`src/design/fir_pkg.sv`:
```
// ----------------------------------------------------------------------------
// fir_pkg
// Shared sizes, item kinds and queue types for the ring-buffer FIR filter.
// ----------------------------------------------------------------------------
`default_nettype none

package fir_pkg;

  localparam int MAX_TAPS     = 64;
  localparam int SAMPLE_WIDTH = 16;
  localparam int FRAC_BITS    = SAMPLE_WIDTH - 1;

  localparam int PTR_W   = $clog2(MAX_TAPS);
  localparam int CNT_W   = $clog2(MAX_TAPS + 1);
  localparam int ACC_W   = 2 * SAMPLE_WIDTH + $clog2(MAX_TAPS) + 1;

  localparam int KIND_W      = 2;
  localparam int COEF_IDX_W  = 6;
  localparam int TAP_CNT_W   = 7;
  localparam int IN_FIELDS_W = 2 * SAMPLE_WIDTH + COEF_IDX_W;
  localparam int IN_TDATA_W  = ((IN_FIELDS_W + 7) / 8) * 8;
  localparam int OUT_TDATA_W = ((SAMPLE_WIDTH + 7) / 8) * 8;

  localparam int Q_DEPTH = 2;
  localparam int QP_W    = $clog2(Q_DEPTH);
  localparam int QC_W    = $clog2(Q_DEPTH + 1);

  typedef enum logic [KIND_W-1:0] {
    KIND_LOAD    = 2'd0,
    KIND_PUSH    = 2'd1,
    KIND_COMPUTE = 2'd2,
    KIND_CLEAR   = 2'd3
  } kind_t;

  typedef struct packed {
    kind_t                          kind;
    logic signed [SAMPLE_WIDTH-1:0] sample;
    logic [PTR_W-1:0]               coef_addr;
    logic                           coef_ok;
    logic signed [SAMPLE_WIDTH-1:0] coef;
  } fir_op_t;

  typedef struct packed {
    logic    valid;
    fir_op_t op;
  } fir_queue_t;

endpackage

`default_nettype wire

```
`src/design/fir_ram.sv`:
```
// ----------------------------------------------------------------------------
// fir_ram
// Generic single-write, single-read RAM with registered read data.
// ----------------------------------------------------------------------------
`default_nettype none

module fir_ram #(
  parameter int WIDTH = 16,
  parameter int DEPTH = 64
) (
  input  wire logic                     clk,
  input  wire logic                     we,
  input  wire logic [$clog2(DEPTH)-1:0] waddr,
  input  wire logic [WIDTH-1:0]         wdata,
  input  wire logic [$clog2(DEPTH)-1:0] raddr,
  output logic      [WIDTH-1:0]         rdata
);

  logic [WIDTH-1:0] mem [DEPTH];

  always_ff @(posedge clk) begin
    if (we) begin
      mem[waddr] <= wdata;
    end
    rdata <= mem[raddr];
  end

endmodule

`default_nettype wire

```
`src/design/fir_front.sv`:
```
// ----------------------------------------------------------------------------
// fir_front
// Input side: decodes each item and parks it in a short queue for the back end.
// ----------------------------------------------------------------------------
`default_nettype none

module fir_front
  import fir_pkg::*;
(
  input  wire logic                  clk,
  input  wire logic                  rst,
  input  wire logic                  s_tvalid,
  output logic                       s_tready,
  input  wire logic [IN_TDATA_W-1:0] s_tdata,  // sample_in, coef_index, coef_value
  input  wire logic [KIND_W-1:0]     s_tuser,  // kind
  output fir_queue_t                 q,
  input  wire logic                  pop
);

  fir_op_t          q_mem [Q_DEPTH];
  logic [QP_W-1:0]  wr_ptr;
  logic [QP_W-1:0]  rd_ptr;
  logic [QC_W-1:0]  count;
  fir_op_t          op_in;
  logic             push;
  logic             take;

  // decode / classify
  always_comb begin
    op_in.kind      = kind_t'(s_tuser);
    op_in.sample    = s_tdata[SAMPLE_WIDTH-1:0];
    op_in.coef_addr = PTR_W'(s_tdata[SAMPLE_WIDTH +: COEF_IDX_W]);
    op_in.coef_ok   = 32'(s_tdata[SAMPLE_WIDTH +: COEF_IDX_W]) < 32'(MAX_TAPS);
    op_in.coef      = s_tdata[SAMPLE_WIDTH + COEF_IDX_W +: SAMPLE_WIDTH];
  end

  assign s_tready = (count != QC_W'(Q_DEPTH));
  assign push     = s_tvalid && s_tready;
  assign take     = pop && (count != '0);
  assign q.valid  = (count != '0);
  assign q.op     = q_mem[rd_ptr];

  always_ff @(posedge clk) begin
    if (push) begin
      q_mem[wr_ptr] <= op_in;
    end
  end

  always_ff @(posedge clk) begin
    if (rst) begin
      wr_ptr <= '0;
      rd_ptr <= '0;
      count  <= '0;
    end else begin
      if (push) begin
        wr_ptr <= (wr_ptr == QP_W'(Q_DEPTH - 1)) ? '0 : wr_ptr + 1'b1;
      end
      if (take) begin
        rd_ptr <= (rd_ptr == QP_W'(Q_DEPTH - 1)) ? '0 : rd_ptr + 1'b1;
      end
      if (push && !take) begin
        count <= count + 1'b1;
      end else if (take && !push) begin
        count <= count - 1'b1;
      end
    end
  end

endmodule

`default_nettype wire

```
`src/design/fir_back.sv`:
```
// ----------------------------------------------------------------------------
// fir_back
// Execution side: coefficient and history writes, history clear, and the
// shared multiply-accumulate with rounding, saturation and output register.
// ----------------------------------------------------------------------------
`default_nettype none

module fir_back
  import fir_pkg::*;
(
  input  wire logic                    clk,
  input  wire logic                    rst,
  input  wire fir_queue_t              q,
  output logic                         pop,
  input  wire logic [TAP_CNT_W-1:0]    tap_count,
  output logic                         m_tvalid,
  input  wire logic                    m_tready,
  output logic      [OUT_TDATA_W-1:0]  m_tdata,  // filtered_sample
  output logic                         m_tuser   // saturated
);

  typedef enum logic [1:0] {
    ST_IDLE,
    ST_MAC,
    ST_ROUND
  } state_t;

  localparam int SH_W = ACC_W - FRAC_BITS;
  localparam logic signed [SH_W-1:0] HI =
    {{(SH_W - SAMPLE_WIDTH + 1){1'b0}}, {(SAMPLE_WIDTH - 1){1'b1}}};
  localparam logic signed [SH_W-1:0] LO =
    {{(SH_W - SAMPLE_WIDTH + 1){1'b1}}, {(SAMPLE_WIDTH - 1){1'b0}}};
  localparam logic signed [ACC_W-1:0] HALF = ACC_W'(1) << (FRAC_BITS - 1);

  state_t                             state;
  logic [PTR_W-1:0]                   wp;
  logic [MAX_TAPS-1:0]                hist_valid;
  logic [CNT_W-1:0]                   k;
  logic [CNT_W-1:0]                   n_eff;
  logic [PTR_W-1:0]                   pos;
  logic                               rd_v;
  logic                               rd_hv;
  logic                               mul_v;
  logic signed [2*SAMPLE_WIDTH-1:0]   prod;
  logic signed [ACC_W-1:0]            acc;

  logic                               coef_we;
  logic                               hist_we;
  logic [SAMPLE_WIDTH-1:0]            coef_rdata;
  logic [SAMPLE_WIDTH-1:0]            hist_rdata;
  logic signed [SAMPLE_WIDTH-1:0]     hist_word;
  logic [CNT_W-1:0]                   n_cfg;
  logic                               issue;
  logic signed [ACC_W-1:0]            rnd;
  logic signed [SH_W-1:0]             shifted;
  logic signed [SAMPLE_WIDTH-1:0]     y;
  logic                               sat;

  assign pop     = (state == ST_IDLE) && q.valid;
  assign coef_we = pop && (q.op.kind == KIND_LOAD) && q.op.coef_ok;
  assign hist_we = pop && (q.op.kind == KIND_PUSH);
  assign issue   = (state == ST_MAC) && (k < n_eff);

  // tap count: zero acts as one, above the built size acts as the built size
  always_comb begin
    if (tap_count == '0) begin
      n_cfg = CNT_W'(1);
    end else if (32'(tap_count) > 32'(MAX_TAPS)) begin
      n_cfg = CNT_W'(MAX_TAPS);
    end else begin
      n_cfg = CNT_W'(tap_count);
    end
  end

  fir_ram #(.WIDTH(SAMPLE_WIDTH), .DEPTH(MAX_TAPS)) u_coef_ram (
    .clk   (clk),
    .we    (coef_we),
    .waddr (q.op.coef_addr),
    .wdata (q.op.coef),
    .raddr (k[PTR_W-1:0]),
    .rdata (coef_rdata)
  );

  fir_ram #(.WIDTH(SAMPLE_WIDTH), .DEPTH(MAX_TAPS)) u_hist_ram (
    .clk   (clk),
    .we    (hist_we),
    .waddr (wp),
    .wdata (q.op.sample),
    .raddr (pos),
    .rdata (hist_rdata)
  );

  // slots never pushed since the last clear read as zero
  assign hist_word = rd_hv ? $signed(hist_rdata) : '0;

  // round half up, then clamp to Q1.15
  always_comb begin
    rnd     = acc + HALF;
    shifted = SH_W'(rnd >>> FRAC_BITS);
    if (shifted > HI) begin
      y   = HI[SAMPLE_WIDTH-1:0];
      sat = 1'b1;
    end else if (shifted < LO) begin
      y   = LO[SAMPLE_WIDTH-1:0];
      sat = 1'b1;
    end else begin
      y   = shifted[SAMPLE_WIDTH-1:0];
      sat = 1'b0;
    end
  end

  always_ff @(posedge clk) begin
    if (rst) begin
      state      <= ST_IDLE;
      wp         <= '0;
      hist_valid <= '0;
      rd_v       <= 1'b0;
      mul_v      <= 1'b0;
      m_tvalid   <= 1'b0;
    end else begin
      // MAC pipeline: read -> multiply -> accumulate
      rd_v  <= issue;
      rd_hv <= hist_valid[pos];
      mul_v <= rd_v;
      prod  <= $signed(coef_rdata) * hist_word;
      if (mul_v) begin
        acc <= acc + ACC_W'(prod);
      end

      // ST_ROUND loads the next item itself
      if (m_tready && (state != ST_ROUND)) begin
        m_tvalid <= 1'b0;
      end

      case (state)
        ST_IDLE: begin
          if (q.valid) begin
            case (q.op.kind)
              KIND_PUSH: begin
                hist_valid[wp] <= 1'b1;
                wp <= (wp == PTR_W'(MAX_TAPS - 1)) ? '0 : wp + 1'b1;
              end
              KIND_CLEAR: begin
                hist_valid <= '0;
                wp         <= '0;
              end
              KIND_COMPUTE: begin
                k     <= '0;
                n_eff <= n_cfg;
                pos   <= (wp == '0) ? PTR_W'(MAX_TAPS - 1) : wp - 1'b1;
                acc   <= '0;
                state <= ST_MAC;
              end
              default: begin
              end
            endcase
          end
        end
        ST_MAC: begin
          if (issue) begin
            k   <= k + 1'b1;
            pos <= (pos == '0) ? PTR_W'(MAX_TAPS - 1) : pos - 1'b1;
          end else if (!rd_v && !mul_v) begin
            state <= ST_ROUND;
          end
        end
        ST_ROUND: begin
          if (!m_tvalid || m_tready) begin
            m_tvalid <= 1'b1;
            m_tdata  <= OUT_TDATA_W'($unsigned(y));
            m_tuser  <= sat;
            state    <= ST_IDLE;
          end
        end
        default: begin
          state <= ST_IDLE;
        end
      endcase
    end
  end

endmodule

`default_nettype wire

```
`src/design/fir_filter_ring_buffer.sv`:
```
// ----------------------------------------------------------------------------
// fir_filter_ring_buffer
// Direct-form FIR filter with coefficient RAM and circular sample history.
// ----------------------------------------------------------------------------
// Each input item carries a kind in s_tuser: load coefficient, push sample,
// compute output, or clear history. Only a compute produces an output item:
// the Q1.15 sum over the taps in use of coefficient k times the sample k
// pushes back (newest sample meets coefficient 0), rounded half up and
// clamped, with m_tuser flagging a clamp. A front end decodes items into a
// two-entry queue; the back end executes them one at a time. Load, push and
// clear finish in the idle state (clear resets per-slot valid bits, so there
// is no sweep over the history RAM). In a compute over n effective taps, one
// shared multiply-accumulate reads one coefficient and one history word per
// cycle from the two RAMs, then come a three-stage read/multiply/add drain
// and a rounding state. The queue lets new items arrive while a compute runs.
// tap_count is written through cfg_valid/cfg_data; the user must do so only
// while the block is idle, which the block does not enforce; 0 acts as 1 and
// values above the built size act as the built size. Coefficients must be
// loaded before a compute reads them.
// ----------------------------------------------------------------------------
`default_nettype none

module fir_filter_ring_buffer
  import fir_pkg::*;
(
  input  wire logic                   clk,
  input  wire logic                   rst,
  // input items
  input  wire logic                   s_tvalid,
  output logic                        s_tready,
  input  wire logic [IN_TDATA_W-1:0]  s_tdata,   // sample_in, coef_index, coef_value
  input  wire logic [KIND_W-1:0]      s_tuser,   // kind
  // result items
  output logic                        m_tvalid,
  input  wire logic                   m_tready,
  output logic      [OUT_TDATA_W-1:0] m_tdata,   // filtered_sample
  output logic                        m_tuser,   // saturated
  // tap_count register write
  input  wire logic                   cfg_valid,
  output logic                        cfg_ready,
  input  wire logic [TAP_CNT_W-1:0]   cfg_data   // tap_count
);

  fir_queue_t             q;
  logic                   pop;
  logic [TAP_CNT_W-1:0]   tap_count;

  // register writes are always taken
  assign cfg_ready = 1'b1;

  always_ff @(posedge clk) begin
    if (rst) begin
      tap_count <= TAP_CNT_W'(MAX_TAPS);
    end else if (cfg_valid) begin
      tap_count <= cfg_data;
    end
  end

  fir_front u_front (
    .clk      (clk),
    .rst      (rst),
    .s_tvalid (s_tvalid),
    .s_tready (s_tready),
    .s_tdata  (s_tdata),
    .s_tuser  (s_tuser),
    .q        (q),
    .pop      (pop)
  );

  fir_back u_back (
    .clk       (clk),
    .rst       (rst),
    .q         (q),
    .pop       (pop),
    .tap_count (tap_count),
    .m_tvalid  (m_tvalid),
    .m_tready  (m_tready),
    .m_tdata   (m_tdata),
    .m_tuser   (m_tuser)
  );

endmodule

`default_nettype wire

```
`config.mk`:
```
export PLATFORM = sky130hd
export DESIGN_NAME = fir_filter_ring_buffer
export DESIGN_NICKNAME = d
export VERILOG_FILES = /design/src/design/fir_pkg.sv /design/src/design/fir_ram.sv /design/src/design/fir_front.sv /design/src/design/fir_back.sv /design/src/design/fir_filter_ring_buffer.sv
export SDC_FILE = /design/constraint.sdc
export NUM_CORES = 2
export LEC_CHECK = 0
export BUFFER_PORTS_ARGS = -buffer_cell sky130_fd_sc_hd__buf_2
export CORE_MARGIN = 2
export CORE_UTILIZATION = 45
export CTS_CLUSTER_SIZE = 28
export DETAILED_ROUTE_END_ITERATION = 8
export GPL_ROUTABILITY_DRIVEN = 0
export PLACE_DENSITY = 0.67
export SYNTH_ARGS = -nofsm -noshare
export SYNTH_HDL_FRONTEND = slang
export SYNTH_SLANG_ARGS = --single-unit
```
`constraint.sdc`:
```
create_clock -name clk -period 7.8 [get_ports clk]
set_clock_uncertainty 0.1 [all_clocks]
set_input_delay 1.56 -clock clk [delete_from_list [all_inputs] [get_ports clk]]
set_output_delay 1.56 -clock clk [all_outputs]
set_load 0.02 [all_outputs]
```
==> reports/results.txt <==
The run finished with clean final reports. The height of the die is 480 um, and the first-pass GRT wire length is 344 mm. STA classifies the critical path startpoint as a flip-flop.

For this run the aggregate overflow at the end of global routing stands at 0. On the worst path, the slowest cell contributes a delay of 0.59 ns. For this design, the CTS-stage hold fixing added 0 buffers. The tools report the total global routing track utilization as 20.2%. The worst min-delay path category was reg -> reg. The critical path contains buffers and inverters numbering 4 combined.

Once the clock tree was built, the setup fixing pass inserted 0 buffers. Summing all multi-input logic gate instances after layout gives 30200 sq um. TritonCTS created 233 clock buffers. In this run, post-CTS repair resized a total of 0 instances. The critical path goes through buf_4 -> and2_1 -> nand2_1 -> fa_1 -> inv_1 -> fa_1 -> fa_1 -> fa_1 -> fa_1 -> inv_1 -> fa_1 -> inv_1 -> ha_1 -> and3_1 -> a31oi_1 -> o211ai_1 -> a31oi_1 -> a31oi_1 -> nor2b_1 -> nor3_1 -> a21oi_1 -> xnor2_1. The tools report the count of filler cells inserted in the layout as 17900. The tools report the capturing point of the worst reg2reg path as u_back.prod[31].

Row generation in the floorplan step produced 174 rows. Entering global routing, the biggest net connects 134 pins. After detailed routing, the total wire length is 232 mm. On the critical path, the stage with the largest delay is an instance of fa_1. The tools report the end of the critical path as u_back.prod[31]. The tools report the number of antenna violations at the first check in global routing as 14. The root buffer cell was clkbuf_16. Registers take 69600 sq um.

The clock passes through at most 3 buffers. The tools report the max-slew violation count as 0. The clock-pin slew on the worst setup and hold paths was 0.06 ns; the initial DRC count was 5238. The most repeated cell in the gate-level netlist after synthesis was edfxtp_1. For this design the static power due to leakage is 39.0 nW.

Maximum fanout count along the critical path: 21. On the critical path the largest part of the delay comes from adder cells. Detailed placement ended at an HPWL of 138 mm. The logs give 0.339 ns for the final hold slack and 115000 sq um for the final non-filler cell area.

The tools report the launch point of the worst reg-to-reg path as u_back.rd_hv. The most used flip-flop cell after synthesis is edfxtp_1. For the final routed database, the setup TNS stands at 0 ns. Cells with a size suffix above 1 make up 23.8% of the layout. The sequential fraction of the synthesis area was 68.2%; the relative max-transition margin was 13.7%. The final route contains 50800 vias. The die covers 230000 sq um. TritonCTS built the clock tree.

Yosys attributes the largest share of cell area to edfxtp_1, mux4_2, fa_1. Counting flops with a built-in enable in the synthesized netlist gives 2237. The required time reported for the critical path endpoint was 8.25 ns. In the synthesized netlist the async set-or-reset flop fraction comes to 0%. After detailed placement, the design holds a cell count of 8374.

The launch point of the critical path is u_back.rd_hv. The number of nets at the end of the flow was 6067; the number of H-tree levels was 4. For the finished layout, the period the worst path requires is 7.19 ns. The number of different library cells used by synthesis comes to 77. Measured in cells, the most critical reg-to-reg path has a length of 22. The area added between synthesis and finish was 12.3%; the share of the synthesized area in the top cell type was 65.9%. The run gives 50.9% as the share of the core filled with cells. Counting stages on the worst path, the most repeated cell is fa_1. The remaining antenna violation count after routing was 0. The run gives 102000 sq um as the cell area after synthesis.

The tools report the endpoint type of the worst setup path as a flip-flop. Summed over all instances, the cell type with the most area after synthesis is edfxtp_1. Counting buffers and inverters, the worst setup path is 22 cells deep.

Total power for the finished layout comes to 37.6 mW. After detailed placement, the total cell area comes to 107000 sq um. The region available for standard cell placement spans 225000 sq um. Setup repair after global routing left no endpoint under its margin. The kind of critical path is reg -> reg.

The worst-skew pair later-pin latency is 0.88 ns, and the worst-case setup margin in the final layout is 0.605 ns. The logs give 0.372 mV for the maximum resistive drop on vdd and 2356 for the sink count of the clock tree. Yosys printed 0 warnings.

After detailed routing, the number of vias per cell comes to 5.76. The worst path uses 92.2% of the clock period. The final number of setup-violating endpoints is 0. The pre-antenna-repair detailed-routing pass consisted of 6 iterations. The cell count after synthesis came out at 5376. The synthesized design contains 2356 register bits.

The count of port buffers added during placement was 70. Across all register-to-register paths, the minimum setup slack is 0.61 ns. Max-cap violations in this run came to 0.

The total nets after synthesis is 5826. After synthesis, the mean cell area works out to 19.0 sq um. The average routed wire per standard cell is 26.3 um, and the total power divided by cell area is 329 nW/um^2. For the worst slack at placement, the log shows 0.702 ns. The commonest cells after synthesis are edfxtp_1, mux4_2, inv_1, nor2_1, fa_1. The worst path arrival time was 7.64 ns; the initial core utilization was 45.3%. The pin slew with the least headroom to its limit is 1.29 ns.

For the filler-free cell count of the finished design, the log shows 8818. The hold violation count in the final report is 0. For this run, design rule violations remaining after detail routing come to 0.

Based on the critical path, the design can be clocked at up to 139 MHz. For the via count of the first global-routing pass, the log shows 52200. In this run the count of I/O pins placed on the die edge is 74.

The die is 480 um wide.
==> layer usage <==
layer	vias to the layer above	track usage, %	routed length [um]
met2	1761	32.5	113000
met5	-	0	37
li1	21600	-	-
met1	27100	28.4	96600
met3	339	3.57	16100
met4	6	6.04	6650
==> layout make-up <==
| cell class | instances | area share [%] |
|---|---|---|
| timing repair buffer | 263 | 1.67 |
| sequential | 2356 | 60.7 |
| multi-input combinational | 2432 | 26.4 |
| inverter | 331 | 1.09 |
| clock inverter | 157 | 1.52 |
| antenna | 6 | 0.0131 |
| tap | 2992 | 3.27 |
| clock buffer | 281 | 5.35 |
==> placed cells by master, fill, tap and decap left out, types with 47 or more instances in the layout <==
cell	count
nand3_1	52
dfxtp_1	117
xnor2_1	57
nor2_1	276
and3_1	140
fa_1	263
clkbuf_16	236
edfxtp_1	2237
inv_1	329
clkinv_1	51
clkinv_2	49
mux4_2	664
nand2_1	182
ha_1	133
mux2i_1	61
o21a_1	47
buf_2	70
buf_4	184
a21oi_1	81
==> power breakdown <==
group,switching (mW),internal (mW)
clock network,4.83,6.56
logic,6.27,4.03
registers,0.438,15.5
total,11.5,26.1
==> flip-flops by register name (all words and copies together) (netlist names), 2 cells and up, named ones only <==
name                     flops
u_back.acc                  39
u_back.u_hist_ram.mem     1024
u_back.state                 2
tap_count                    7
u_back.m_tdata              16
u_back.u_hist_ram.rdata     16
u_back.u_coef_ram.rdata     16
u_back.k                     7
u_front.count                2
u_back.prod                 32
u_back.u_coef_ram.mem     1024
u_front.q_mem               80
u_back.pos                   6
u_back.n_eff                 7
u_back.hist_valid           64
u_back.wp                    6
==> worst min path at each step <==
stage / endpoint / start / cells past startpoint / slack [ns]
6_report: u_back.mul_v / u_back.rd_v / 1 / 0.34
3_3_place_gp: u_back.hist_valid[27] / u_back.hist_valid[27] / 1 / 0.34
4_1_cts: u_back.mul_v / u_back.rd_v / 1 / 0.33
5_1_grt: u_back.mul_v / u_back.rd_v / 1 / 0.35
2_1_floorplan: u_back.hist_valid[14] / u_back.hist_valid[14] / 2 / 0.33
3_5_place_dp: u_back.hist_valid[42] / u_back.hist_valid[42] / 1 / 0.35
==> cell families after synthesis <==
group | after synthesis | share of synthesized area [%]
other | 1 | 0.00368
AOI/OAI and AO/OA | 350 | 2.25
DFF | 2356 | 68.2
buffers and inverters | 588 | 2.31
adders and majority gates | 396 | 6.80
and+or+nand+nor | 817 | 3.75
xor gates and xnor gates | 95 | 0.816
muxes | 773 | 15.9
Note: power is estimated with default switching activity, not from simulation.
